--- config.mk ---
export PLATFORM = sky130hd
export DESIGN_NAME = ilc_front
export DESIGN_NICKNAME = d
export VERILOG_FILES = /design/src/rtl/core/ilc_pkg.sv /design/src/rtl/core/ilc_front.sv
export SDC_FILE = /design/constraint.sdc
export NUM_CORES = 1
export LEC_CHECK = 0
export ABC_AREA = 1
export BUFFER_PORTS_ARGS = -buffer_cell sky130_fd_sc_hd__buf_2
export CAP_MARGIN = 20
export CORE_MARGIN = 2
export CORE_UTILIZATION = 52
export CTS_BUF_LIST = sky130_fd_sc_hd__clkbuf_4 sky130_fd_sc_hd__clkbuf_8 sky130_fd_sc_hd__clkbuf_16
export CTS_CLUSTER_DIAMETER = 120
export DETAILED_ROUTE_END_ITERATION = 6
export PLACE_DENSITY = 0.93
export SYNTH_ARGS = -nofsm -noshare
export SYNTH_HDL_FRONTEND = slang
export SYNTH_SLANG_ARGS = --single-unit
--- constraint.sdc ---
create_clock -name clk_i -period 16 [get_ports clk_i]
set_input_delay 2.4 -clock clk_i [delete_from_list [all_inputs] [get_ports clk_i]]
set_output_delay 2.4 -clock clk_i [all_outputs]
set_load 0.05 [all_outputs]
--- src/rtl/core/ilc_pkg.sv ---
// ----------------------------------------------------------------------------
// ilc_pkg: shared types and constants of the interlace comb pixel block
// Holds the payload structs, the configuration bundle, the command that the
// front passes to the back, and the register index codes.
// ----------------------------------------------------------------------------
`default_nettype none

package ilc_pkg;

  // Line store geometry.
  localparam int MAX_WIDTH = 4096;
  localparam int ADDR_W    = $clog2(MAX_WIDTH);
  localparam int WEFF_W    = ADDR_W + 1;

  // Configuration register limits and the blend rounding constant.
  localparam int SHIFT_LIMIT = 40;
  localparam int BAND_LIMIT  = 4;
  localparam int Q8_ONE      = 256;
  localparam int ROUND_HALF  = 32768;

  // Command queue between the front and the back.
  localparam int QUEUE_DEPTH = 4;
  localparam int QPTR_W      = $clog2(QUEUE_DEPTH);

  // Configuration port.
  localparam int CFG_IDX_W  = 3;
  localparam int CFG_DATA_W = 13;

  localparam logic [CFG_IDX_W-1:0] CFG_ROW_WIDTH     = 3'd0;
  localparam logic [CFG_IDX_W-1:0] CFG_SHIFT_PIXELS  = 3'd1;
  localparam logic [CFG_IDX_W-1:0] CFG_BAND_ROWS     = 3'd2;
  localparam logic [CFG_IDX_W-1:0] CFG_DARKEN_AMOUNT = 3'd3;
  localparam logic [CFG_IDX_W-1:0] CFG_MIX_AMOUNT    = 3'd4;
  localparam logic [CFG_IDX_W-1:0] CFG_MOTION_ENABLE = 3'd5;
  localparam logic [CFG_IDX_W-1:0] CFG_FRAME_PARITY  = 3'd6;

  // One input pixel.
  typedef struct packed {
    logic [7:0] pix_red;
    logic [7:0] pix_green;
    logic [7:0] pix_blue;
    logic [7:0] pix_alpha;
    logic       start_of_frame;
  } in_pix_t;

  // One result pixel.
  typedef struct packed {
    logic [7:0]  out_red;
    logic [7:0]  out_green;
    logic [7:0]  out_blue;
    logic [7:0]  out_alpha;
    logic [11:0] out_column;
    logic        last_of_run;
  } out_pix_t;

  // Effective configuration, already saturated and wrapped.
  typedef struct packed {
    logic [WEFF_W-1:0] w_eff;
    logic [5:0]        s_eff;
    logic [2:0]        b_eff;
    logic [8:0]        keep;
    logic [8:0]        mix;
    logic              phase;
    logic              busy;
  } cfg_t;

  // A run of outputs: first column, count minus one, and field.
  typedef struct packed {
    logic [ADDR_W-1:0] x;
    logic [5:0]        cnt;
    logic              odd;
  } cmd_t;

endpackage

`default_nettype wire

--- src/rtl/core/ilc_front.sv ---
// ----------------------------------------------------------------------------
// ilc_front: pixel intake
// Tracks column, band row and field, writes each pixel into the line store
// and queues the run of outputs that the pixel releases.
// ----------------------------------------------------------------------------
`default_nettype none

module ilc_front
  import ilc_pkg::*;
(
  input  wire logic              clk_i,
  input  wire logic              rst_ni,
  input  wire logic              in_valid_i,
  input  wire in_pix_t           in_data_i,
  output logic                   in_stall_o,
  input  wire cfg_t              cfg_i,
  input  wire logic              back_empty_i,
  input  wire logic              q_full_i,
  output logic                   push_o,
  output cmd_t                   cmd_o,
  output logic                   mem_we_o,
  output logic [ADDR_W-1:0]      mem_addr_o,
  output logic [31:0]            mem_wdata_o
);

  logic [ADDR_W-1:0] col_cnt_q, col_cnt_d;
  logic [1:0]        brc_q, brc_d;
  logic              oddf_q, oddf_d;
  logic              drain_q, drain_d;

  logic              accept;
  logic [ADDR_W-1:0] col_base, col, wm1, s_ext;
  logic [1:0]        brc_base;
  logic              oddf_base;
  logic              row_end;
  logic [2:0]        brc_inc;

  // A new row or a new frame waits until the back has read the old one.
  assign in_stall_o = cfg_i.busy | q_full_i |
                      ((drain_q | in_data_i.start_of_frame) & ~back_empty_i);
  assign accept = in_valid_i & ~in_stall_o;

  // Position of this pixel.
  always_comb begin
    col_base  = in_data_i.start_of_frame ? '0 : col_cnt_q;
    brc_base  = in_data_i.start_of_frame ? '0 : brc_q;
    oddf_base = in_data_i.start_of_frame ? 1'b0 : oddf_q;
    wm1       = ADDR_W'(cfg_i.w_eff - WEFF_W'(1));
    s_ext     = ADDR_W'(cfg_i.s_eff);
    col       = (col_base > wm1) ? wm1 : col_base;
    row_end   = (col == wm1);
    brc_inc   = 3'(brc_base) + 3'd1;
  end

  // Line store write.
  assign mem_we_o    = accept;
  assign mem_addr_o  = col;
  assign mem_wdata_o = {in_data_i.pix_alpha, in_data_i.pix_blue,
                        in_data_i.pix_green, in_data_i.pix_red};

  // Run of outputs released by this pixel.
  always_comb begin
    cmd_o.odd = oddf_base ^ cfg_i.phase;
    if (row_end) begin
      cmd_o.x   = wm1 - s_ext;
      cmd_o.cnt = cfg_i.s_eff;
      push_o    = accept;
    end else begin
      cmd_o.x   = col - s_ext;
      cmd_o.cnt = '0;
      push_o    = accept & (col >= s_ext);
    end
  end

  // Counter updates.
  always_comb begin
    col_cnt_d = col_cnt_q;
    brc_d     = brc_q;
    oddf_d    = oddf_q;
    drain_d   = drain_q & ~back_empty_i;
    if (accept) begin
      if (row_end) begin
        col_cnt_d = '0;
        drain_d   = 1'b1;
        if (brc_inc >= cfg_i.b_eff) begin
          brc_d  = '0;
          oddf_d = ~oddf_base;
        end else begin
          brc_d  = brc_inc[1:0];
          oddf_d = oddf_base;
        end
      end else begin
        col_cnt_d = col + ADDR_W'(1);
        brc_d     = brc_base;
        oddf_d    = oddf_base;
      end
    end
  end

  always_ff @(posedge clk_i or negedge rst_ni) begin
    if (!rst_ni) begin
      col_cnt_q <= '0;
      brc_q     <= '0;
      oddf_q    <= 1'b0;
      drain_q   <= 1'b0;
    end else begin
      col_cnt_q <= col_cnt_d;
      brc_q     <= brc_d;
      oddf_q    <= oddf_d;
      drain_q   <= drain_d;
    end
  end

endmodule

`default_nettype wire

# == Word level (Yosys, flattened, before mapping) ==
# Index checks and enable logic that the tools add are counted.
# op_classes
n_mux,13
n_bitwise,11
n_lt_le_gt_ge,3
n_addsub,5
eq_ne,1
# op_table
operator,n
two-way mux 12 bit,3
subtractor 12 x 6 -> 12 bit,2
two-way mux 18 bit,1
adder 12 x 1 -> 12 bit (second input constant),1
== test 12 bit,1
>= comparator 12 x 6 -> 1 bit,1
greater-than comparator 12 bit,1
subtractor 12 x 1 -> 12 bit (second input constant),1
two-way mux 1 bit,6
two-way mux 2 bit,3
AND 1 bit,4
adder 2 x 1 -> 3 bit (second input constant),1
>= comparator 3 bit,1
NOT 1 bit,3
OR 1 bit,3
XOR 1 bit,1
# totals
word_cells,37
in_bits,80
output_inout_bits,66
register_bits,16

# == Logic depth before layout (Yosys ltp) ==
# depth
depth_word,7
ltp_mapped,33
mapped_depth_nobuf,32

# == Worst setup path before layout ==
# Ideal clock, no wire load.
# synth_timing
path_kind,input to output
from,input port cfg_i[29] (netlist name)
to,output port cmd_o[15] (netlist name)
t_arrival_ns,7.291
cell_stages,25
slack_ns,6.309
required_time_ns,13.600
path_cell_list,inv_1 ha_1 nand2_1 nor2_1 nand2_1 nor2_1 xor2_1 ha_1 nand3_2 nor2_4 nand3_1 nand3_4 nand2_4 buf_6 nand2_1 nand2_1 inv_1 fa_1 o21ai_0 nand2_1 a21boi_0 nor2_1 nand3_1 xor2_1 o21ai_0
# synth_rtl
element,line,text
from (decl),ilc_front.sv:16,"input wire cfg_t cfg_i,"
to (decl),ilc_front.sv:20,"output cmd_t cmd_o,"

==> results.toml <==
[final_layout]
final_core_util = 0.567
multiInputGateArea_sq_um = 2190
fillers = 562
area_delta_synth_final_pct = 5.63
fin_cells = 634
ff_latch_area_sq_um = 400
n_antenna_cell = 0
fin_area_sq_um = 3360
nets = 670
drive_above_1_share = 0.175
final_common_cell = "nand2_1"
most-common-layout-cells = "nand2_1 (151), inv_1 (80), buf_2 (62)"

[clock_tree]
ctsHoldBuffers = 0
cts_sinks = 16
cts_tree = "done"
insertion_delay_ps = 260
clock-root-buffer = "clkbuf_8"
clkTransAtPathRegs_ps = 70
numCtsBuffers = 3
cts.path.max_buffers = 2
post_cts_resized = 0
htree_levels = 1
post-cts-setup-buffer-count = 0

[worst_setup_path]
end_kind = "output port"
critPathTopFamily = "simple AND/OR/NAND/NOR gates"
worstPathRequired_ps = 13600
cp-start-kind = "input port"
r2r-start = "col_cnt_q[3]"
slowest_stage = "ha_1"
worstPathArrival_ps = 7380
crit_cells = 32
worstRegToRegCells = 16
cp_max_fo = 26
path_class = "input port to output port"
worst_path_most_repeated_cell = "nand2_1"
r2r_slack_ps = 12760
crit_buf_inv = 5
slowest_delay_ps = 430
r2r_end = "col_cnt_q[1]"

[logic_synthesis]
synth_edf_count = 0
synth.ff_latch_count = 16
ys_async_sr_fraction = 1.00
seq_area_frac_synth = 0.126
syn-cell-area_sq_um = 3180
ys_warn_count = 0
syn-num-nets = 641
avgSynthCellArea_sq_um = 5.98
postSynthCellCount = 531
synth_cell_type_count = 40
synth_ff_type = "dfrtp_1"

[grt]
grt_max_degree = 27
grt_pass1_wl_um = 13400
grtUsageTotal = 0.252
antenna_found_initial = 0
grt_pass1_vias = 2931
gr-total-overflow = 0

[place]
placed_area_sq_um = 3300
gp_congestion = 0.944
port_buffers = 62
post-place-ws_ps = 6310
dp.cells = 630
hpwlAfterDp_um = 6980

[die]
chipWidth_um = 82.2
die_h_um = 82.2
initial_core_util = 0.537
dieArea_sq_um = 6750
num_io_pins = 146
coreArea_sq_um = 5920
rows = 28

[power_and_ir_drop]
power.leakage_nw = 1.95
finalPower_mw = 0.305
vdd_drop_max_uv = 74.3
power_density_nw_per_um2 = 91.0

[min_path]
worstHoldEndpoint = "drain_q"
whs_path_depth = 2
hp-start = "drain_q"
hp-class = "register to register"

[timing]
min_period_ps = 9780
rsz0062_at_grt = "false"
slew_headroom = 0.617
tightestPinTransition_ps = 573
fin_ws_ps = 6220
final-hold-violation-count = 0
fmax_mhz = 102
final.setup.tns_ps = 0
finalMaxSlewViolations = 0
setup_viol = 0
holdWs_ps = 479
min_period_over_period = 0.611
skew_ps = 2.52

[detailed_routing]
viasPerCell = 5.48
routedWlPerCell_um = 13.5
drt_pass1_iterations = 6
vias = 3472
routed_wl_um = 8580
drt_iter0_drc = 298
antenna_left = 0
route.detailed.drc = 0

[run_status]
outcome = "finished clean"

[flow_run]
drv_cap = 0
==> worst max path at each step <==
stage               from         to  slack, ps
2_1_floorplan  cfg_i[29]  cmd_o[15]       6310
5_1_grt        cfg_i[29]  cmd_o[16]       5840
6_report       cfg_i[29]  cmd_o[16]       6220
3_5_place_dp   cfg_i[29]  cmd_o[16]       6310
4_1_cts        cfg_i[29]  cmd_o[16]       6310
3_3_place_gp   cfg_i[29]  cmd_o[16]       6460
==> cells in the mapped netlist (2+ instances only) <==
master	instances	area (sq um)
nand2_1	151	567
inv_1	80	300
nor2_1	58	218
nand3_1	48	240
buf_4	32	240
ha_1	28	350
dfrtp_1	16	400
o21ai_0	15	75.1
xor2_1	13	114
nor2_2	9	56.3
o21ai_1	9	45.0
o22ai_1	9	56.3
a21oi_1	7	35.0
nand3_2	6	60.1
xnor2_1	6	52.6
nand2_2	5	31.3
nand4_1	3	18.8
nor2_4	3	33.8
nor3_1	3	15.0
o211ai_1	3	22.5
a31oi_1	2	12.5
buf_2	2	10.0
buf_6	2	22.5
clkbuf_1	2	7.51
fa_1	2	40.0
inv_2	2	7.51
o21ai_2	2	17.5
==> tightest hold or removal path, stage by stage, from the launching register on <==
cell and delay (ps):
dfrtp_1 340, nand2_1 60, nand2_1 50
==> logic make-up after synthesis <==
kind of cell | share of synthesized area
buffers and inverters | 0.185
xor gates and xnor gates | 0.0524
adders and majority gates | 0.123
and+or+nand+nor | 0.412
AOI/OAI and AO/OA | 0.101
DFF | 0.126
==> layer usage <==
layer  up-vias  wire length, um  GRT usage  part of all wire
met1      1557             3790      0.345              0.44
met5         -                0          0                 0
met4         0              108     0.0450             0.013
met3        17              753     0.0348             0.088
met2       194             3930      0.424              0.46
li1       1704                -          -                 -
==> sequential cells by signal, indices dropped and copies added (netlist names) <==
register,cells
col_cnt_q,12
drain_q,1
brc_q,2
oddf_q,1
==> cell type report <==
| cell class | count | area share |
|---|---|---|
| Tap cell | 75 | 0.0280 |
| Clock buffer | 4 | 0.0164 |
| Sequential cell | 16 | 0.119 |
| Multi-Input combinational cell | 395 | 0.652 |
| Timing Repair Buffer | 62 | 0.0925 |
| Inverter | 82 | 0.0917 |
==> power breakdown <==
part / switching [mW] / internal (mW) / total [mW]
registers: 0.00266 / 0.0473 / 0.0499
clock network: 0.0156 / 0.0219 / 0.0375
logic: 0.161 / 0.0575 / 0.218
No activity file was read; power rests on OpenSTA's default activity.
