$ cat src/rtl/core/ilc_pkg.sv
// ----------------------------------------------------------------------------
// ilc_pkg: shared types and constants of the interlace comb pixel block
// Holds the payload structs, the configuration bundle, the command that the
// front passes to the back, and the register index codes.
// ----------------------------------------------------------------------------
`default_nettype none

package ilc_pkg;

  // Line store geometry.
  localparam int MAX_WIDTH = 4096;
  localparam int ADDR_W    = $clog2(MAX_WIDTH);
  localparam int WEFF_W    = ADDR_W + 1;

  // Configuration register limits and the blend rounding constant.
  localparam int SHIFT_LIMIT = 40;
  localparam int BAND_LIMIT  = 4;
  localparam int Q8_ONE      = 256;
  localparam int ROUND_HALF  = 32768;

  // Command queue between the front and the back.
  localparam int QUEUE_DEPTH = 4;
  localparam int QPTR_W      = $clog2(QUEUE_DEPTH);

  // Configuration port.
  localparam int CFG_IDX_W  = 3;
  localparam int CFG_DATA_W = 13;

  localparam logic [CFG_IDX_W-1:0] CFG_ROW_WIDTH     = 3'd0;
  localparam logic [CFG_IDX_W-1:0] CFG_SHIFT_PIXELS  = 3'd1;
  localparam logic [CFG_IDX_W-1:0] CFG_BAND_ROWS     = 3'd2;
  localparam logic [CFG_IDX_W-1:0] CFG_DARKEN_AMOUNT = 3'd3;
  localparam logic [CFG_IDX_W-1:0] CFG_MIX_AMOUNT    = 3'd4;
  localparam logic [CFG_IDX_W-1:0] CFG_MOTION_ENABLE = 3'd5;
  localparam logic [CFG_IDX_W-1:0] CFG_FRAME_PARITY  = 3'd6;

  // One input pixel.
  typedef struct packed {
    logic [7:0] pix_red;
    logic [7:0] pix_green;
    logic [7:0] pix_blue;
    logic [7:0] pix_alpha;
    logic       start_of_frame;
  } in_pix_t;

  // One result pixel.
  typedef struct packed {
    logic [7:0]  out_red;
    logic [7:0]  out_green;
    logic [7:0]  out_blue;
    logic [7:0]  out_alpha;
    logic [11:0] out_column;
    logic        last_of_run;
  } out_pix_t;

  // Effective configuration, already saturated and wrapped.
  typedef struct packed {
    logic [WEFF_W-1:0] w_eff;
    logic [5:0]        s_eff;
    logic [2:0]        b_eff;
    logic [8:0]        keep;
    logic [8:0]        mix;
    logic              phase;
    logic              busy;
  } cfg_t;

  // A run of outputs: first column, count minus one, and field.
  typedef struct packed {
    logic [ADDR_W-1:0] x;
    logic [5:0]        cnt;
    logic              odd;
  } cmd_t;

endpackage

`default_nettype wire

$ cat src/rtl/core/ilc_back.sv
// ----------------------------------------------------------------------------
// ilc_back: output generation
// Walks each queued run one column per cycle unless stalled, reads the current
// and shifted pixel and blends odd-field colors in a two-stage multiply pipe.
// ----------------------------------------------------------------------------
`default_nettype none

module ilc_back
  import ilc_pkg::*;
(
  input  wire logic              clk_i,
  input  wire logic              rst_ni,
  input  wire cfg_t              cfg_i,
  input  wire logic              q_empty_i,
  input  wire cmd_t              q_head_i,
  output logic                   pop_o,
  output logic                   back_empty_o,
  output logic                   rd_en_o,
  output logic [ADDR_W-1:0]      rd_addr_cur_o,
  output logic [ADDR_W-1:0]      rd_addr_src_o,
  input  wire logic [31:0]       rd_cur_i,
  input  wire logic [31:0]       rd_src_i,
  output logic                   out_valid_o,
  input  wire logic              out_stall_i,
  output out_pix_t               out_data_o
);

  // Run walker.
  logic              active_q, active_d;
  logic [ADDR_W-1:0] cur_x_q, cur_x_d;
  logic [5:0]        rem_q, rem_d;
  logic              odd_q, odd_d;

  logic              en, head_valid, issue, issue_last;
  logic [ADDR_W-1:0] head_x;
  logic [5:0]        head_rem;
  logic              head_odd;
  logic [WEFF_W-1:0] src_sum;

  // Read stage.
  logic              s1_valid_q;
  logic [ADDR_W-1:0] s1_x_q;
  logic              s1_last_q, s1_odd_q;

  // Product stage.
  logic              s2_valid_q;
  logic [ADDR_W-1:0] s2_x_q;
  logic              s2_last_q, s2_odd_q;
  logic [7:0]        s2_c_q [3];
  logic [16:0]       s2_orig_q [3];
  logic [16:0]       s2_shift_q [3];
  logic [7:0]        s2_alpha_q;

  // Output register.
  logic              out_valid_q;
  out_pix_t          out_q;

  logic [8:0]        inv_mix;
  logic [26:0]       acc [3];
  logic [7:0]        blended [3];

  // The whole pipe moves when the output register can take a result.
  assign en = ~out_valid_q | ~out_stall_i;

  always_comb begin
    head_x     = active_q ? cur_x_q : q_head_i.x;
    head_rem   = active_q ? rem_q : q_head_i.cnt;
    head_odd   = active_q ? odd_q : q_head_i.odd;
    head_valid = active_q | ~q_empty_i;
    issue      = en & head_valid;
    issue_last = (head_rem == '0);
    pop_o      = issue & ~active_q;
  end

  assign back_empty_o = q_empty_i & ~active_q;

  // Shifted source column, wrapped into the row.
  always_comb begin
    src_sum = WEFF_W'(head_x) + WEFF_W'(cfg_i.s_eff);
    if (src_sum >= cfg_i.w_eff) begin
      src_sum = src_sum - cfg_i.w_eff;
    end
  end

  assign rd_en_o       = issue;
  assign rd_addr_cur_o = head_x;
  assign rd_addr_src_o = src_sum[ADDR_W-1:0];

  always_comb begin
    active_d = active_q;
    cur_x_d  = cur_x_q;
    rem_d    = rem_q;
    odd_d    = odd_q;
    if (issue) begin
      active_d = ~issue_last;
      cur_x_d  = head_x + ADDR_W'(1);
      rem_d    = head_rem - 6'd1;
      odd_d    = head_odd;
    end
  end

  always_ff @(posedge clk_i or negedge rst_ni) begin
    if (!rst_ni) begin
      active_q <= 1'b0;
    end else begin
      active_q <= active_d;
    end
  end

  always_ff @(posedge clk_i) begin
    cur_x_q <= cur_x_d;
    rem_q   <= rem_d;
    odd_q   <= odd_d;
  end

  // Pipe valid bits.
  always_ff @(posedge clk_i or negedge rst_ni) begin
    if (!rst_ni) begin
      s1_valid_q  <= 1'b0;
      s2_valid_q  <= 1'b0;
      out_valid_q <= 1'b0;
    end else if (en) begin
      s1_valid_q  <= issue;
      s2_valid_q  <= s1_valid_q;
      out_valid_q <= s2_valid_q;
    end
  end

  // Read stage tags; the line store delivers the pixels alongside.
  always_ff @(posedge clk_i) begin
    if (en) begin
      s1_x_q    <= head_x;
      s1_last_q <= issue_last;
      s1_odd_q  <= head_odd;
    end
  end

  assign inv_mix = 9'(Q8_ONE) - cfg_i.mix;

  // Product stage: original times inverse mix, shifted times keep.
  always_ff @(posedge clk_i) begin
    if (en) begin
      s2_x_q     <= s1_x_q;
      s2_last_q  <= s1_last_q;
      s2_odd_q   <= s1_odd_q;
      s2_alpha_q <= rd_cur_i[31:24];
      for (int ch = 0; ch < 3; ch++) begin
        s2_c_q[ch]     <= rd_cur_i[8*ch +: 8];
        s2_orig_q[ch]  <= 17'(rd_cur_i[8*ch +: 8]) * 17'(inv_mix);
        s2_shift_q[ch] <= 17'(rd_src_i[8*ch +: 8]) * 17'(cfg_i.keep);
      end
    end
  end

  // Blend, round half up and clamp.
  always_comb begin
    for (int ch = 0; ch < 3; ch++) begin
      acc[ch] = {2'b00, s2_orig_q[ch], 8'h00}
              + (27'(s2_shift_q[ch]) * 27'(cfg_i.mix))
              + 27'(ROUND_HALF);
      blended[ch] = (acc[ch][26:16] > 11'd255) ? 8'hFF : acc[ch][23:16];
    end
  end

  always_ff @(posedge clk_i) begin
    if (en) begin
      out_q.out_red     <= s2_odd_q ? blended[0] : s2_c_q[0];
      out_q.out_green   <= s2_odd_q ? blended[1] : s2_c_q[1];
      out_q.out_blue    <= s2_odd_q ? blended[2] : s2_c_q[2];
      out_q.out_alpha   <= s2_alpha_q;
      out_q.out_column  <= 12'(s2_x_q);
      out_q.last_of_run <= s2_last_q;
    end
  end

  assign out_valid_o = out_valid_q;
  assign out_data_o  = out_q;

endmodule

`default_nettype wire

$ cat config.mk
export PLATFORM = sky130hd
export DESIGN_NAME = ilc_back
export DESIGN_NICKNAME = d
export VERILOG_FILES = /design/src/rtl/core/ilc_pkg.sv /design/src/rtl/core/ilc_back.sv
export SDC_FILE = /design/constraint.sdc
export NUM_CORES = 2
export LEC_CHECK = 0
export BUFFER_PORTS_ARGS = -buffer_cell sky130_fd_sc_hd__clkbuf_2
export CORE_ASPECT_RATIO = 1.4
export CORE_MARGIN = 4
export CORE_UTILIZATION = 55
export DETAILED_ROUTE_END_ITERATION = 8
export PLACE_DENSITY = 0.8
export SETUP_SLACK_MARGIN = 0.2
export SLEW_MARGIN = 20
export SYNTH_ARGS = -nofsm -noshare
export SYNTH_HDL_FRONTEND = slang
export SYNTH_SLANG_ARGS = --single-unit
$ cat constraint.sdc
create_clock -name clk_i -period 15.1 [get_ports clk_i]
set_clock_uncertainty 0.05 [all_clocks]
set_input_delay 3.02 -clock clk_i [delete_from_list [all_inputs] [get_ports clk_i]]
set_output_delay 3.02 -clock clk_i [all_outputs]
set_load 0.03 [all_outputs]
# Word-level counts from Yosys, hierarchy flattened
# Memory sizes are Yosys's and may differ from the RTL's.
# Index checks and enable logic that the tools add are counted.
# op_classes
add_sub_neg,11
bitwise_logic,10
n_mul,9
n_reduce_logical,1
order_cmp,4
n_mux,12
# ops
operator,count
$mul A8 B9 Y17,6
$add A25 B26 Y27,3
$add A27 B16 Y27 const B,3
$mul A17 B9 Y26,3
$mux W8,6
$gt A11 B8 Y1 const B,3
$mux W12,2
$add A12 B6 Y13,1
$ge A13 B13 Y1,1
$add A12 B1 Y12 const B,1
$sub A12 B12 Y12,1
$sub A9 B9 Y9 const A,1
$logic_not A6 Y1,1
$mux W6,1
$sub A6 B1 Y6 const B,1
$not A1 Y1,5
$and A1 B1 Y1,3
$mux W1,3
$or A1 B1 Y1,2
# totals
mem_count,3
mem_bits_rw,126
ff_bits,104
word_cells,70
# mem_list
name,words,word_bits,read_ports,rd_ports_with_merged_regs,wr,line,source
s2_orig_q,3,17,3,0,3,ilc_back.sv:50,logic [16:0] s2_orig_q [3];
s2_shift_q,3,17,3,0,3,ilc_back.sv:51,logic [16:0] s2_shift_q [3];
s2_c_q,3,8,3,0,3,ilc_back.sv:49,logic [7:0] s2_c_q [3];

# Logic depth before layout (Yosys ltp)
# An unclocked memory read counts as a cell.
# depth
ltp_word,7
mapped_depth,22

# Worst setup path before layout
# OpenSTA, ideal clock, no wires.
# synth_timing
path_kind,in2out
from,in q_head_i[8] in the netlist's numbering
to,out rd_addr_src_o[3]
arrival_ps,6829
required_ps,12030
path_stages,16
path_buffers,1
slack_ps,5201
cell_sequence,mux2_1 -> fa_1 -> a21oi_1 -> nor2_1 -> nor2_1 -> o21bai_1 -> a21oi_1 -> nor2_1 -> xnor2_1 -> ha_1 -> nand3_1 -> a211oi_1 -> o31a_1 -> o32ai_4 -> buf_6 -> o21ai_0
# synth_between
elab_chain_len,4
# synth_lines
item,line,source
"start, declared",ilc_back.sv:15,"input wire cmd_t q_head_i,"
$mux W12 (*),ilc_back.sv:66,head_x = active_q ? cur_x_q : q_head_i.x;
$add A12 B6 Y13 (*),ilc_back.sv:79,src_sum = WEFF_W'(head_x) + WEFF_W'(cfg_i.s_eff);
$sub A12 B12 Y12 or $ge A13 B13 Y1 (tied branches),"ilc_back.sv:81, ilc_back.sv:80",
$mux W12 (*),ilc_back.sv:80,if (src_sum >= cfg_i.w_eff) begin
"end, declared",ilc_back.sv:20,"output logic [ADDR_W-1:0] rd_addr_src_o,"
# Every way passes the cells marked *; elsewhere a longest branch is shown, timed or not.

# Final worst setup path
# layout_timing
from,in q_head_i[7] in the netlist's numbering
to,out rd_addr_src_o[1]
# Same word-level chain as after synthesis.

==> summary.txt <==
Floorplanning
  • Floorplan core area: 0.0677 mm^2
  • Die Outline Area: 0.0726 mm^2
  • Initial core utilization: 55.5%
  • Boundary Pins: between 200 and 250
  • Vertical die dimension: 317 um
  • Core Rows: 113
  • Width of the chip: 229 um

GRT
  • Met1 Resource Use GR: between 20 and 30%
  • Pin count of the biggest net entering global routing: 78
  • Vias in the first global route: 29.0k
  • GR Util met2: roughly 46%
  • Global route overflow: 0
  • Peak-usage layer in the global routing report: met2
  • Overall Global Routing Usage: 24.0%
  • Global routing met3 resource utilization: about 3.3%
  • Antenna violations before repair: 0
  • Global-route wire length before repair: 142 mm

Synth
  • Most common cell in the netlist: sky130_fd_sc_hd__inv_1
  • Number of synthesis warnings: 0
  • Part of the Yosys area used for sequential elements: 18.3%
  • Post-synth net total: 5,059
  • Leading area contributor after synthesis: sky130_fd_sc_hd__fa_1
  • Syn Std Cell Area: 0.0376 mm^2
  • Synth Area per Inst: 9.67 um^2
  • Ys flop type: sky130_fd_sc_hd__edfxtp_1
  • Distinct cell type count after synthesis: slightly above 80
  • Cells taking the most area after synthesis: sky130_fd_sc_hd__fa_1 33%, sky130_fd_sc_hd__edfxtp_1 18%, sky130_fd_sc_hd__ha_1 14%, sky130_fd_sc_hd__inv_1 8.6%, sky130_fd_sc_hd__and2_1 6.9%
  • Flip-flop and latch count after synthesis: 230
  • Number of enable-type register cells in the synthesized netlist: 226
  • Post-Syn Instances: 3,885
  • Async S/R FF share, synth: under 10%
  • Area share of the largest cell type after synthesis: about a third
  • Commonest cells in the netlist: 856 x sky130_fd_sc_hd__inv_1, 623 x sky130_fd_sc_hd__fa_1, 527 x sky130_fd_sc_hd__nand2_1, 422 x sky130_fd_sc_hd__ha_1, 413 x sky130_fd_sc_hd__and2_1

Critical path
  • Critical Path End Type: primary output
  • Crit path largest cell delay: roughly 600 ps
  • CP max FO: 17
  • Arr. time, crit path: ~7400 ps
  • Family of cells with the greatest summed delay on the critical path: compound AO/OA/AOI/OAI gates
  • Worst Path Buf+Inv: 3
  • Setup Crit Path Kind: in -> out
  • Kind of start point of the critical path: input port
  • Critical path, cell by cell: clkbuf_2, mux2i_1, inv_2, ha_1, fa_1, a21oi_1, nor2_1, nor2_1, o21bai_1, a21oi_1, nor2_1, xnor2_1, ha_1, nand3_1, a211oi_1, o31a_1, o32ai_4, mux2_2, clkbuf_2
  • Required time at the endpoint of the critical path: 12,030 ps
  • Library cell appearing most often on the critical path: sky130_fd_sc_hd__nor2_1
  • Slowest stage cell, crit path: sky130_fd_sc_hd__o32ai_4

Route
  • Total via count after detailed routing: 26.5k
  • Violation count after the first detailed-routing iteration: 1,230
  • DRC violations left: 0
  • Number of routed nets with antenna violations: 0
  • Drt via density: 5.45
  • WL final: 84.7 mm
  • Average wire per cell in the routed design: 17.5 um
  • Length of the first detailed-routing pass in iterations: 5

Outcome
  • Outcome: finished clean

Timing
  • Time the worst path needs with I/O delays and setup: 10,440 ps
  • Peak Freq: around 96 MHz
  • Tcrit/Tclk final: slightly below 70%
  • Max-slew headroom at the worst pin: 32.7%
  • Fin. Hold Viols: 0
  • Pin slew with the least headroom to its limit: roughly 1000 ps
  • Unrepaired setup endpoints after global routing: false
  • Total of endpoints with negative setup slack in the final report: 0
  • Final Max Slew Viols: 0
  • Worst Hold Margin: 357 ps
  • Total Negative Setup Slacks: 0 ps

Worst hold path
  • Worst Hold Class: reg -> reg

CTS
  • Clock latency on the worst-skew pair: 600 ps
  • Number of clock buffers inserted by TritonCTS: 27
  • Clk slew on worst S/H paths: 60 ps
  • Count of buffers added by post-CTS timing repair for setup: 0
  • Num Clock Sinks: between 200 and 250
  • Count of instances resized after the clock tree is built: 0
  • CTS tree: done
  • Number of buffers between clock root and the deepest sink: 3
  • Clock root cell: sky130_fd_sc_hd__clkbuf_16
  • Number of H-tree levels: 1
  • Post-CTS Hold Fix Bufs: 0

Layout
  • Inserted Diodes: 0
  • Total Nets Final: 5,145
  • Layout cell share with drive strength beyond 1: 7.72%
  • Fin cells: 4,854
  • Filler cells: about 5.5k
  • Layout overhead on the synthesized area: 6.92%

Placed design
  • Number of cells in the design after placement: 4,804
  • Last weighted congestion value of the routability-driven placer: about 0.89
  • Detailed-placement wirelength estimate: approximately 68 mm
  • # port buffers: 188

Run
  • Number of max-cap violations: 0
-- placed cells by master, fill, tap and decap left out, drive strengths merged, types with 7 or more instances in the layout --
master,Yosys,final
a211o,7,7
a211oi,19,19
a21o,21,21
a21oi,80,80
a31oi,8,8
and2,413,413
and3,12,12
buf,59,26
clkbuf,98,215
clkinv,0,9
clkinvlp,0,8
edfxtp,226,226
fa,623,623
ha,422,422
inv,857,858
mux2,13,13
mux2i,15,15
nand2,527,527
nand2b,9,9
nand3,28,28
nand4,10,10
nor2,84,84
nor2b,24,24
nor3,30,30
o21ai,48,48
o21bai,10,10
o22a,15,15
o31ai,8,8
or3,12,12
xnor2,95,95
xor2,35,35
-- worst reg2reg max path, delay by kind of cell (launching register included) --
kind                       cells  cell delay (ps)
AOI/OAI and AO/OA              6             1680
adders and majority gates      6             2770
buffers and inverters          2              110
DFF                            1              560
and+or+nand+nor                3              610
-- per-stage QoR --
stage / setup WS [ps] / cell area, um^2 / utilization [%]
3_5_place_dp: 4620 / 39200 / 57.9
3_3_place_gp: 4690 / 39200 / 57.9
5_1_grt: 4300 / 40200 / 59.3
4_1_cts: 4620 / 40200 / 59.3
2_1_floorplan: 5200 / 37600 / -
6_report: 4660 / 40200 / 59.3
-- per-layer routing --
metal | share of wire (%) | wire length (um) | vias to the layer above
met3 | 5.6 | 4770 | 247
met1 | 36 | 30600 | 13300
met2 | 54 | 46100 | 829
met5 | 0 | 0 | -
met4 | 3.9 | 3280 | 0
li1 | - | - | 12100
-- flip-flops by register name, summed over array words and instances (netlist names), 6 cells and up --
name / flops
cur_x_q: 12
s2_shift_q: 51
s1_x_q: 12
s2_x_q: 12
s2_orig_q: 51
s2_alpha_q: 8
rem_q: 6
out_data_o: 45
s2_c_q: 24
-- logic make-up after synthesis --
family / Yosys count / synth area share (%)
adders and majority gates: 1045 / 47.3
xor gates and xnor gates: 130 / 3.05
buffers and inverters: 1014 / 10.2
DFF: 230 / 18.3
muxes: 28 / 0.800
AOI/OAI and AO/OA: 269 / 4.96
and+or+nand+nor: 1169 / 15.4
-- cell type report --
cell class / instances / area, um^2 / area share (%)
repair buffers: 214 / 1140 / 2.83
well taps: 862 / 1080 / 2.69
flip-flops and latches: 230 / 6890 / 17.1
inverters: 857 / 3220 / 8.01
clock buffers: 27 / 676 / 1.68
clock inverters: 23 / 274 / 0.682
multi-input cells: 2641 / 26900 / 67.0
-- path summary, 6_finish.rpt --
check                                   from                to  slack [ps]  cells after the start
max in group asynchronous             rst_ni          active_q       12710                      1
hold reg to reg                   s2_x_q[11]    out_data_o[12]         360                      0
min in group asynchronous             rst_ni        s1_valid_q        2160                      1
setup / recovery                 q_head_i[7]  rd_addr_src_o[1]        4660                     19
setup reg to reg           s2_shift_q[0][39]    out_data_o[21]        9070                     17
hold / removal                    s2_x_q[11]    out_data_o[12]         360                      0
Power is left out: the tool's default activity adds up to more than one toggle a clock period on the data nets, which glitch-free logic cannot reach.
