### src/rtl/core/ilc_pkg.sv
// ----------------------------------------------------------------------------
// ilc_pkg: shared types and constants of the interlace comb pixel block
// Holds the payload structs, the configuration bundle, the command that the
// front passes to the back, and the register index codes.
// ----------------------------------------------------------------------------
`default_nettype none

package ilc_pkg;

  // Line store geometry.
  localparam int MAX_WIDTH = 4096;
  localparam int ADDR_W    = $clog2(MAX_WIDTH);
  localparam int WEFF_W    = ADDR_W + 1;

  // Configuration register limits and the blend rounding constant.
  localparam int SHIFT_LIMIT = 40;
  localparam int BAND_LIMIT  = 4;
  localparam int Q8_ONE      = 256;
  localparam int ROUND_HALF  = 32768;

  // Command queue between the front and the back.
  localparam int QUEUE_DEPTH = 4;
  localparam int QPTR_W      = $clog2(QUEUE_DEPTH);

  // Configuration port.
  localparam int CFG_IDX_W  = 3;
  localparam int CFG_DATA_W = 13;

  localparam logic [CFG_IDX_W-1:0] CFG_ROW_WIDTH     = 3'd0;
  localparam logic [CFG_IDX_W-1:0] CFG_SHIFT_PIXELS  = 3'd1;
  localparam logic [CFG_IDX_W-1:0] CFG_BAND_ROWS     = 3'd2;
  localparam logic [CFG_IDX_W-1:0] CFG_DARKEN_AMOUNT = 3'd3;
  localparam logic [CFG_IDX_W-1:0] CFG_MIX_AMOUNT    = 3'd4;
  localparam logic [CFG_IDX_W-1:0] CFG_MOTION_ENABLE = 3'd5;
  localparam logic [CFG_IDX_W-1:0] CFG_FRAME_PARITY  = 3'd6;

  // One input pixel.
  typedef struct packed {
    logic [7:0] pix_red;
    logic [7:0] pix_green;
    logic [7:0] pix_blue;
    logic [7:0] pix_alpha;
    logic       start_of_frame;
  } in_pix_t;

  // One result pixel.
  typedef struct packed {
    logic [7:0]  out_red;
    logic [7:0]  out_green;
    logic [7:0]  out_blue;
    logic [7:0]  out_alpha;
    logic [11:0] out_column;
    logic        last_of_run;
  } out_pix_t;

  // Effective configuration, already saturated and wrapped.
  typedef struct packed {
    logic [WEFF_W-1:0] w_eff;
    logic [5:0]        s_eff;
    logic [2:0]        b_eff;
    logic [8:0]        keep;
    logic [8:0]        mix;
    logic              phase;
    logic              busy;
  } cfg_t;

  // A run of outputs: first column, count minus one, and field.
  typedef struct packed {
    logic [ADDR_W-1:0] x;
    logic [5:0]        cnt;
    logic              odd;
  } cmd_t;

endpackage

`default_nettype wire

### src/rtl/core/ilc_cfg.sv
// ----------------------------------------------------------------------------
// ilc_cfg: configuration registers
// Holds the raw registers, saturates them, and wraps the shift into the row
// width by repeated subtraction after each write.
// ----------------------------------------------------------------------------
`default_nettype none

module ilc_cfg
  import ilc_pkg::*;
(
  input  wire logic                  clk_i,
  input  wire logic                  rst_ni,
  input  wire logic                  cfg_we_i,
  input  wire logic [CFG_IDX_W-1:0]  cfg_idx_i,
  input  wire logic [CFG_DATA_W-1:0] cfg_data_i,
  output cfg_t                       cfg_o
);

  logic [12:0] row_width_q;
  logic [5:0]  shift_pixels_q;
  logic [2:0]  band_rows_q;
  logic [8:0]  darken_q;
  logic [8:0]  mix_q;
  logic        motion_q;
  logic        parity_q;

  logic        reload_q, reload_d;
  logic [5:0]  s_rem_q, s_rem_d;

  logic [WEFF_W-1:0] w_eff;
  logic [5:0]        s_sat;
  logic [2:0]        b_eff;
  logic [WEFF_W-1:0] s_rem_ext;
  logic              wrap_pending;

  // Register writes.
  always_ff @(posedge clk_i or negedge rst_ni) begin
    if (!rst_ni) begin
      row_width_q    <= 13'd1920;
      shift_pixels_q <= 6'd6;
      band_rows_q    <= 3'd1;
      darken_q       <= 9'd77;
      mix_q          <= 9'd256;
      motion_q       <= 1'b1;
      parity_q       <= 1'b0;
    end else if (cfg_we_i) begin
      unique case (cfg_idx_i)
        CFG_ROW_WIDTH:     row_width_q    <= cfg_data_i[12:0];
        CFG_SHIFT_PIXELS:  shift_pixels_q <= cfg_data_i[5:0];
        CFG_BAND_ROWS:     band_rows_q    <= cfg_data_i[2:0];
        CFG_DARKEN_AMOUNT: darken_q       <= cfg_data_i[8:0];
        CFG_MIX_AMOUNT:    mix_q          <= cfg_data_i[8:0];
        CFG_MOTION_ENABLE: motion_q       <= cfg_data_i[0];
        CFG_FRAME_PARITY:  parity_q       <= cfg_data_i[0];
        default: ;
      endcase
    end
  end

  // Saturation of width, shift and band size.
  always_comb begin
    if (row_width_q == 13'd0) begin
      w_eff = WEFF_W'(1);
    end else if (32'(row_width_q) > 32'(MAX_WIDTH)) begin
      w_eff = WEFF_W'(MAX_WIDTH);
    end else begin
      w_eff = WEFF_W'(row_width_q);
    end
    s_sat = (32'(shift_pixels_q) > 32'(SHIFT_LIMIT)) ? 6'(SHIFT_LIMIT) : shift_pixels_q;
    if (band_rows_q == 3'd0) begin
      b_eff = 3'd1;
    end else if (32'(band_rows_q) > 32'(BAND_LIMIT)) begin
      b_eff = 3'(BAND_LIMIT);
    end else begin
      b_eff = band_rows_q;
    end
  end

  // Shift wrap: reload after a write, then subtract the width until it fits.
  assign s_rem_ext    = WEFF_W'(s_rem_q);
  assign wrap_pending = (s_rem_ext >= w_eff);

  always_comb begin
    reload_d = cfg_we_i;
    s_rem_d  = s_rem_q;
    if (reload_q) begin
      s_rem_d = s_sat;
    end else if (wrap_pending) begin
      s_rem_d = 6'(s_rem_ext - w_eff);
    end
  end

  always_ff @(posedge clk_i or negedge rst_ni) begin
    if (!rst_ni) begin
      reload_q <= 1'b0;
      s_rem_q  <= 6'd6;
    end else begin
      reload_q <= reload_d;
      s_rem_q  <= s_rem_d;
    end
  end

  // Bundle for the front and the back.
  always_comb begin
    cfg_o.w_eff = w_eff;
    cfg_o.s_eff = s_rem_q;
    cfg_o.b_eff = b_eff;
    cfg_o.keep  = 9'(Q8_ONE) - ((32'(darken_q) > 32'(Q8_ONE)) ? 9'(Q8_ONE) : darken_q);
    cfg_o.mix   = (32'(mix_q) > 32'(Q8_ONE)) ? 9'(Q8_ONE) : mix_q;
    cfg_o.phase = motion_q & parity_q;
    cfg_o.busy  = reload_q | cfg_we_i | wrap_pending;
  end

endmodule

`default_nettype wire

### config.mk
export PLATFORM = sky130hd
export DESIGN_NAME = ilc_cfg
export DESIGN_NICKNAME = d
export VERILOG_FILES = /design/src/rtl/core/ilc_pkg.sv /design/src/rtl/core/ilc_cfg.sv
export SDC_FILE = /design/constraint.sdc
export NUM_CORES = 1
export LEC_CHECK = 0
export ABC_AREA = 1
export BUFFER_PORTS_ARGS = -buffer_cell sky130_fd_sc_hd__buf_2
export CORE_UTILIZATION = 54
export DETAILED_ROUTE_END_ITERATION = 16
export PLACE_DENSITY = 0.8
export SLEW_MARGIN = 40
export SYNTH_ARGS = -nofsm -noshare
export SYNTH_HDL_FRONTEND = slang
export SYNTH_SLANG_ARGS = --single-unit
### constraint.sdc
create_clock -name clk_i -period 2.95 [get_ports clk_i]
set_input_delay 0.295 -clock clk_i [delete_from_list [all_inputs] [get_ports clk_i]]
set_output_delay 0.295 -clock clk_i [all_outputs]
set_load 0.02 [all_outputs]
Word level (Yosys, flattened, before mapping)
Index checks and enable logic that the tools add are counted.

word-level totals
  output and inout port bits = 42
  bits in registers = 49
  input port bits = 19
  word-level logic and storage cells = 46

cells by class
  magnitude comparators = 6
  $add $sub $neg = 2
  equal/unequal tests = 6
  muxes and demuxes = 9
  bitwise logic cells = 3
  reductions and logical operators = 11

operators with widths
  operator                                                          count
  13-bit two-way mux                                                2
  9-bit greater-than comparator (second input constant)             2
  6-bit two-way mux                                                 3
  9-bit two-way mux                                                 2
  2-bit AND reduction                                               7
  6-bit by 13-bit greater-or-equal comparator with 1-bit output     1
  13-bit greater-than comparator (second input constant)            1
  13-bit logical NOT                                                1
  3-bit == test (second input constant)                             3
  9-bit subtractor (first input constant)                           1
  3-bit by 2-bit == test with 1-bit output (second input constant)  2
  6-bit greater-than comparator (second input constant)             1
  3-bit logical NOT                                                 2
  3-bit two-way mux                                                 2
  6-bit subtractor                                                  1
  3-bit by 1-bit == test with 1-bit output (second input constant)  1
  3-bit greater-than comparator (second input constant)             1
  1-bit bitwise OR                                                  2
  2-bit nonzero test                                                1
  1-bit AND                                                         1

Depth between registers and ports, before layout
Gate-level depths: netlist of the first run.

  depth in word-level cells = 6
  mapped depth = 19
  depth with buffers taken out = 19

Least setup slack after synthesis of the first run
Ideal clock, no wire load.

  path kind = reg2out
  start = register row_width_q[6]
  end = output cfg_o[0] (netlist bit)
  data required time = 2.655 ns
  path slack = 0.219 ns
  path buffers = 0
  data arrival time = 2.436 ns
  stages on the path, launching flop included = 18
  cell sequence = dfrtp_1 nor2_1 nand2_1 nor2_1 nand2_1 nand2_1 inv_1 nor2_1 inv_1 ha_1 nand2_1 nor2_1 nand2_1 nand3_2 nand2_2 nand2_2 nand4_4 nand3_1

RTL lines
  item                      line           RTL
  start: declaration        ilc_cfg.sv:19  logic [12:0] row_width_q;
  start signal: assignment  ilc_cfg.sv:48  CFG_ROW_WIDTH: row_width_q <= cfg_data_i[12:0];
  end: declaration          ilc_cfg.sv:16  output cfg_t cfg_o

==> results_dict.tcl, run 1 <==
set metrics [dict create \
    p_leak_uw 0.00171 \
    diodes 0 \
    p_total_uw 2620 \
    grt_overflow 0 \
    io_pins 61 \
    core_area_mm2 0.00475 \
    grt_pass1_vias 2101 \
    synth_seq_area_share 0.466 \
    path_max_fanout 8 \
    area_growth_pct 20.9 \
    die-area_mm2 0.00523 \
    drc 0 \
    ys_top_cells_by_area "dfrtp_1 32%, dfstp_2 15%, nand2_1 12%" \
    period_share 0.947 \
    min_period_ns 2.79 \
    port_buffers 60 \
    grt_max_degree 30 \
    setup_tns_ns 0 \
    antenna_found_initial 0 \
    track_usage 0.245 \
    fin_ws_ns 0.156 \
    syn_nets 375 \
    worstSetupPathType "reg -> out" \
    final_cell_mix "84 x nand2_1, 59 x buf_2, 53 x inv_1" \
    hold_violations 0 \
    outcome "finished, final reports clean" \
    worstPathArrival_ns 2.50 \
    max_freq_mhz 358 \
    clock_skew_ns 0.00597 \
    peakVddDrop_uv 377 \
    cts_made_buffers 5 \
    root_buffer "clkbuf_8" \
    rsz0062_at_grt "false" \
    h-tree-depth 2 \
    grt_pass1_wl_um 9760 \
    tightest_slew_ns 0.725 \
    hold-worst-slack_ns 0.116 \
    start_kind "flip-flop" \
    cts_buffer_depth 2 \
    synth.distinct_cells 30 \
    drv_cap 0 \
    slew_viol_final 0 \
    start_util 0.562 \
    yosys_register_bits 49 \
    setup_viol 0 \
    cts_tree "built" \
    clkTransAtPathRegs_ns 0.09 \
    preCtsSetupSlack_ns 0.173 \
    die_x_um 72.3 \
    rows 25 \
    dpl.hpwl_um 4380 \
    drt_iter0_markers 121 \
    worstPathRequired_ns 2.65 \
    synth_top_cell_area_share 0.319 \
    layout_commonest_cell "nand2_1" \
    yosysWarnings 0 \
    yosys.area.top_type "dfrtp_1" \
    drtPass1Iterations 6 \
    post_drt_via_cell_ratio 5.02 \
    end_kind "primary output" \
    cts_num_sinks 49 \
    syn-instance-count 348 \
    drt-wirelength-per-cell_um 12.5 \
    place_congestion 0.947 \
    drive_gt1_frac 0.262 \
    netlist_area_mm2 0.00267 \
    fin_nets 438 \
    die_height_um 72.3 \
    maxSlewHeadroom 0.516 \
    vias 2403 \
    ant_nets 0 \
    power.density_mw_per_mm2 812 \
    clock_latency_ns 0.30 \
    avgSynthCellArea_um2 7.67 \
    drt-total-wl_um 5990 \
    hp-class "in -> reg" \
]
-- per-layer routing --
| metal | up-vias | global-route usage | wire length, um |
|---|---|---|---|
| met5 | - | 0 | 0 |
| met4 | 0 | 0.0937 | 76 |
| met3 | 8 | 0.0514 | 219 |
| met2 | 61 | 0.402 | 2970 |
| met1 | 1114 | 0.322 | 2720 |
| li1 | 1220 | - | - |
-- per-stage QoR --
| step | util | instance area [um2] | std cells |
|---|---|---|---|
| 3_3_place_gp | 0.636 | 3020 | 466 |
| 6_report | 0.679 | 3230 | 479 |
| 3_5_place_dp | 0.636 | 3020 | 466 |
| 4_1_cts | 0.669 | 3180 | 476 |
| 2_1_floorplan | - | 2670 | 348 |
| 5_1_grt | 0.679 | 3230 | 479 |
-- final timing paths --
check                                startpoint        endpoint  slack (ns)  depth (start not counted)
worst min-delay path                   cfg_we_i        reload_q        0.12                          1
worst max-delay path            row_width_q[11]        cfg_o[0]        0.16                         18
worst max register to register   row_width_q[7]      s_rem_q[4]        0.44                         17
max in group asynchronous                rst_ni     darken_q[2]        1.68                          3
min in group asynchronous                rst_ni      s_rem_q[3]        0.48                          2
worst min register to register   row_width_q[3]  row_width_q[3]        0.49                          2
-- where the power goes --
part	total (uW)	switching (uW)	internal (uW)	leakage, uW
logic	1210	749	460	0.00108
registers	985	135	849	0.000580
clock network	427	215	212	0.0000542
total	2620	1100	1520	0.00171
-- area by class of cell --
type | instances | area (um2)
fillers | 427 | 1530
flip-flops and latches | 49 | 1240
multi-input cells | 235 | 1240
repair buffers | 66 | 354
inverters | 54 | 205
clock buffers | 7 | 96.3
well taps | 67 | 83.8
clock inverters | 1 | 5.00
-- cell families (layout without fill, tap and decap cells) --
logic type,Yosys count,after routing,synth area share
and+or+nand+nor,154,154,0.244
muxes,1,1,0.00422
AOI/OAI and AO/OA,65,65,0.132
DFF,49,49,0.466
buffers and inverters,64,128,0.0909
adders and majority gates,8,8,0.0403
xor gates and xnor gates,7,7,0.0230
-- sequential cells by signal, summed over array words and instances, names as in the netlist --
| signal | cells |
|---|---|
| darken_q | 9 |
| mix_q | 9 |
| parity_q | 1 |
| shift_pixels_q | 6 |
| reload_q | 1 |
| motion_q | 1 |
| band_rows_q | 3 |
| s_rem_q | 6 |
| row_width_q | 13 |
-- cell usage after synthesis --
library cell and count:
o21ai_1 3, o21ai_4 1, nand4_1 2, o21bai_1 1
nor3_1 2, nand3_2 1, xnor2_1 1, inv_1 54
nand2_4 1, nand2_1 85, dfrtp_1 34, fa_1 1
o21a_1 1, dfstp_2 15, and3_1 2, a21oi_1 11
xor2_1 6, clkbuf_1 8, nand4_4 1, buf_2 2
mux2_2 1, nand3_1 15, o22ai_1 1, nand2_2 3
a31oi_1 4, nor2_1 41, o21ai_0 42, nor2_2 1
ha_1 7, o21ai_2 1
-- timing repair --
| item | in CTS | in global routing |
|---|---|---|
| hold endpoints to repair | 11 | 0 |
| hold buffers | 1 | 0 |
| pin swaps | 0 | 1 |
| setup endpoints to repair | 1 | 1 |
| gates resized for setup | 5 | 8 |
| buffers inserted | 1 | 3 |
-- worst max-delay path, stage by stage, from the launching register on --
cell,delay [ns]
dfrtp_1,0.40
nor2_1,0.11
nand2_1,0.06
nor2_1,0.10
nand2_1,0.09
nand2_2,0.12
inv_4,0.08
nor2_2,0.09
inv_1,0.07
ha_4,0.29
nand2_1,0.08
nor2_1,0.10
nand2_1,0.07
nand3_2,0.07
nand2_2,0.06
nand2_2,0.07
nand4_4,0.11
nand3_2,0.09
buf_6,0.12
(Power assumes the default switching activity.)
==> run 2, diff against run 1 <==
--- a/config.mk
+++ b/config.mk
@@ -8,6 +8,7 @@
 export ABC_AREA = 1
 export BUFFER_PORTS_ARGS = -buffer_cell sky130_fd_sc_hd__buf_2
 export CORE_UTILIZATION = 54
+export CTS_BUF_LIST = sky130_fd_sc_hd__clkbuf_16
 export DETAILED_ROUTE_END_ITERATION = 16
 export PLACE_DENSITY = 0.8
 export SLEW_MARGIN = 40
==> run 2 against run 1 <==
  * Critical path depth unchanged
  * Clock-buffer cell count fell by 2
  * Worst setup slack got worse by 0.051 ns
  * Critical path type unchanged
  * Sequential cell count unchanged
  * Cell count rose by 0.63%
  * Cell area up 2.5%
  * Critical endpoint unchanged
  * Largest cell class is now multi-input combinational cells
  * Wire length is 0.23% higher
  * Combinational power hardly changed
  * Register-to-register slack better by 0.02 ns
==> results_dict.tcl, run 2 (synthesis gave the netlist of run 1 again) <==
set metrics [dict create \
    drive_gt1_frac 0.272 \
    diodes 0 \
    seq_area_mm2 0.00124 \
    place_congestion 0.947 \
    fin_nets 441 \
    cts_made_buffers 5 \
    start_util 0.562 \
    cts_num_sinks 49 \
    period_share 0.964 \
    crit_path_cell_trace "nor2_1, nand2_1, nor2_1, nand2_1, nand2_4, inv_6, nor2_4, inv_2, ha_4, nand2_1, nor2_1, nand2_1, nand3_2, nand2_2, nand2_2, nand4_4, nand3_2, buf_6" \
    max_freq_mhz 352 \
    cts_tree "built" \
    combPwrFrac 0.448 \
    cpPeakStageDelay_ns 0.41 \
    setup_tns_ns 0 \
    track_usage 0.244 \
    grt_pass1_vias 2110 \
    maxSlewHeadroom 0.504 \
    largest_reg_flops 13 \
    clock_skew_ns 0.00545 \
    peakVddDrop_uv 553 \
    drt_iter0_markers 134 \
    drt-wirelength-per-cell_um 12.4 \
    r2r_setup_slack_ns 0.46 \
    setup_viol 0 \
    final_cell_mix "84 x nand2_1, 59 x buf_2, 49 x inv_1" \
    dpl.hpwl_um 4380 \
    grt_overflow 0 \
    antenna_found_initial 0 \
    root_buffer "clkbuf_16" \
    area_growth_pct 23.9 \
    tightest_slew_ns 0.742 \
    cp_slowest_cell "dfrtp_1" \
    die-area_mm2 0.00523 \
    fillCellCount 413 \
    worstSetupPathType "reg -> out" \
    regMostFlops "row_width_q" \
    worstPathArrival_ns 2.55 \
    layout_commonest_cell "nand2_1" \
    fin_ws_ns 0.105 \
    p_leak_uw 0.00174 \
    grt_max_degree 30 \
    drtPass1Iterations 4 \
    crit_path_frequent_cell "nand2_1" \
    drv_cap 0 \
    drt-total-wl_um 6000 \
    start_kind "flip-flop" \
    clkTransAtPathRegs_ns 0.06 \
    post_drt_via_cell_ratio 5.05 \
    ant_nets 0 \
    drc 0 \
    vias 2436 \
    path_max_fanout 8 \
    switchingPower_uw 1130 \
    switching_share 0.408 \
    p_int_uw 1630 \
    die_height_um 72.3 \
    largest_registers "row_width_q (13), darken_q (9), mix_q (9)" \
    die_x_um 72.3 \
    multi_input_area_mm2 0.00126 \
    clock_latency_ns 0.28 \
    io_pins 61 \
    hold_violations 0 \
    power.share.clock 0.195 \
    min_period_ns 2.84 \
    grt_pass1_wl_um 9730 \
    outcome "finished, final reports clean" \
    worstPathRequired_ns 2.65 \
    core_area_mm2 0.00475 \
    port_buffers 60 \
    hp-class "in -> reg" \
    preCtsSetupSlack_ns 0.173 \
    end_kind "primary output" \
    cts_buffer_depth 2 \
    seq_power_share 0.357 \
    rows 25 \
    power.density_mw_per_mm2 835 \
    h-tree-depth 2 \
    slew_viol_final 0 \
]
run 2: cell type report:
type | count | area share
Timing Repair Buffer | 69 | 0.114
Sequential cell | 49 | 0.376
Clock buffer | 5 | 0.0378
Multi-Input combinational cell | 235 | 0.380
Clock inverter | 3 | 0.00378
Tap cell | 67 | 0.0253
Inverter | 54 | 0.0628
run 2: power groups by stage:
stage               logic [uW]  registers [uW]  clock network [uW]
floorplan                  803             994                   0
global placement          1110             980                   0
detailed placement        1140             986                   0
CTS                       1170             984                 546
global route              1370            1000                 574
finish                    1240             985                 539
run 2: timing repair:
action	4_1_cts	5_1_grt
buffers inserted	0	7
endpoints found under the setup margin	1	1
pin swaps	0	9
resized for setup	4	19
endpoints found under the hold margin	11	0
hold buffers	1	0
run 2: worst max-delay path, delay by kind of cell, from the launching register on:
kind,cells,cell delay [ns]
flip-flops,1,0.41
AND/OR/NAND/NOR,14,1.32
buffers and inverters,3,0.24
adder cells (fa/ha/maj),1,0.28
run 2: layer usage:
layer  part of all wire  global-route usage
met1               0.44               0.323
met2               0.50               0.404
met4              0.012              0.0806
met3              0.041              0.0500
met5                  0                   0
run 2: final timing paths:
path                                startpoint        endpoint  cells past startpoint
worst max-delay path            row_width_q[1]        cfg_o[0]                     18
worst min-delay path                  cfg_we_i        reload_q                      1
worst max register to register  row_width_q[7]      s_rem_q[4]                     17
worst min register to register  row_width_q[5]  row_width_q[5]                      2
max in group asynchronous               rst_ni     darken_q[2]                      3
min in group asynchronous               rst_ni      s_rem_q[3]                      2
run 2: metrics by stage:
step           power [uW]  hold slack (ns)  instance area, um2  cells  utilization
2_1_floorplan        1800        -0.000591                2670    348            -
3_3_place_gp         2090            0.278                3020    466        0.636
3_5_place_dp         2120            0.287                3020    466        0.636
4_1_cts              2700            0.137                3200    475        0.672
5_1_grt              2950            0.141                3310    482        0.696
6_report             2760            0.140                3310    482        0.696
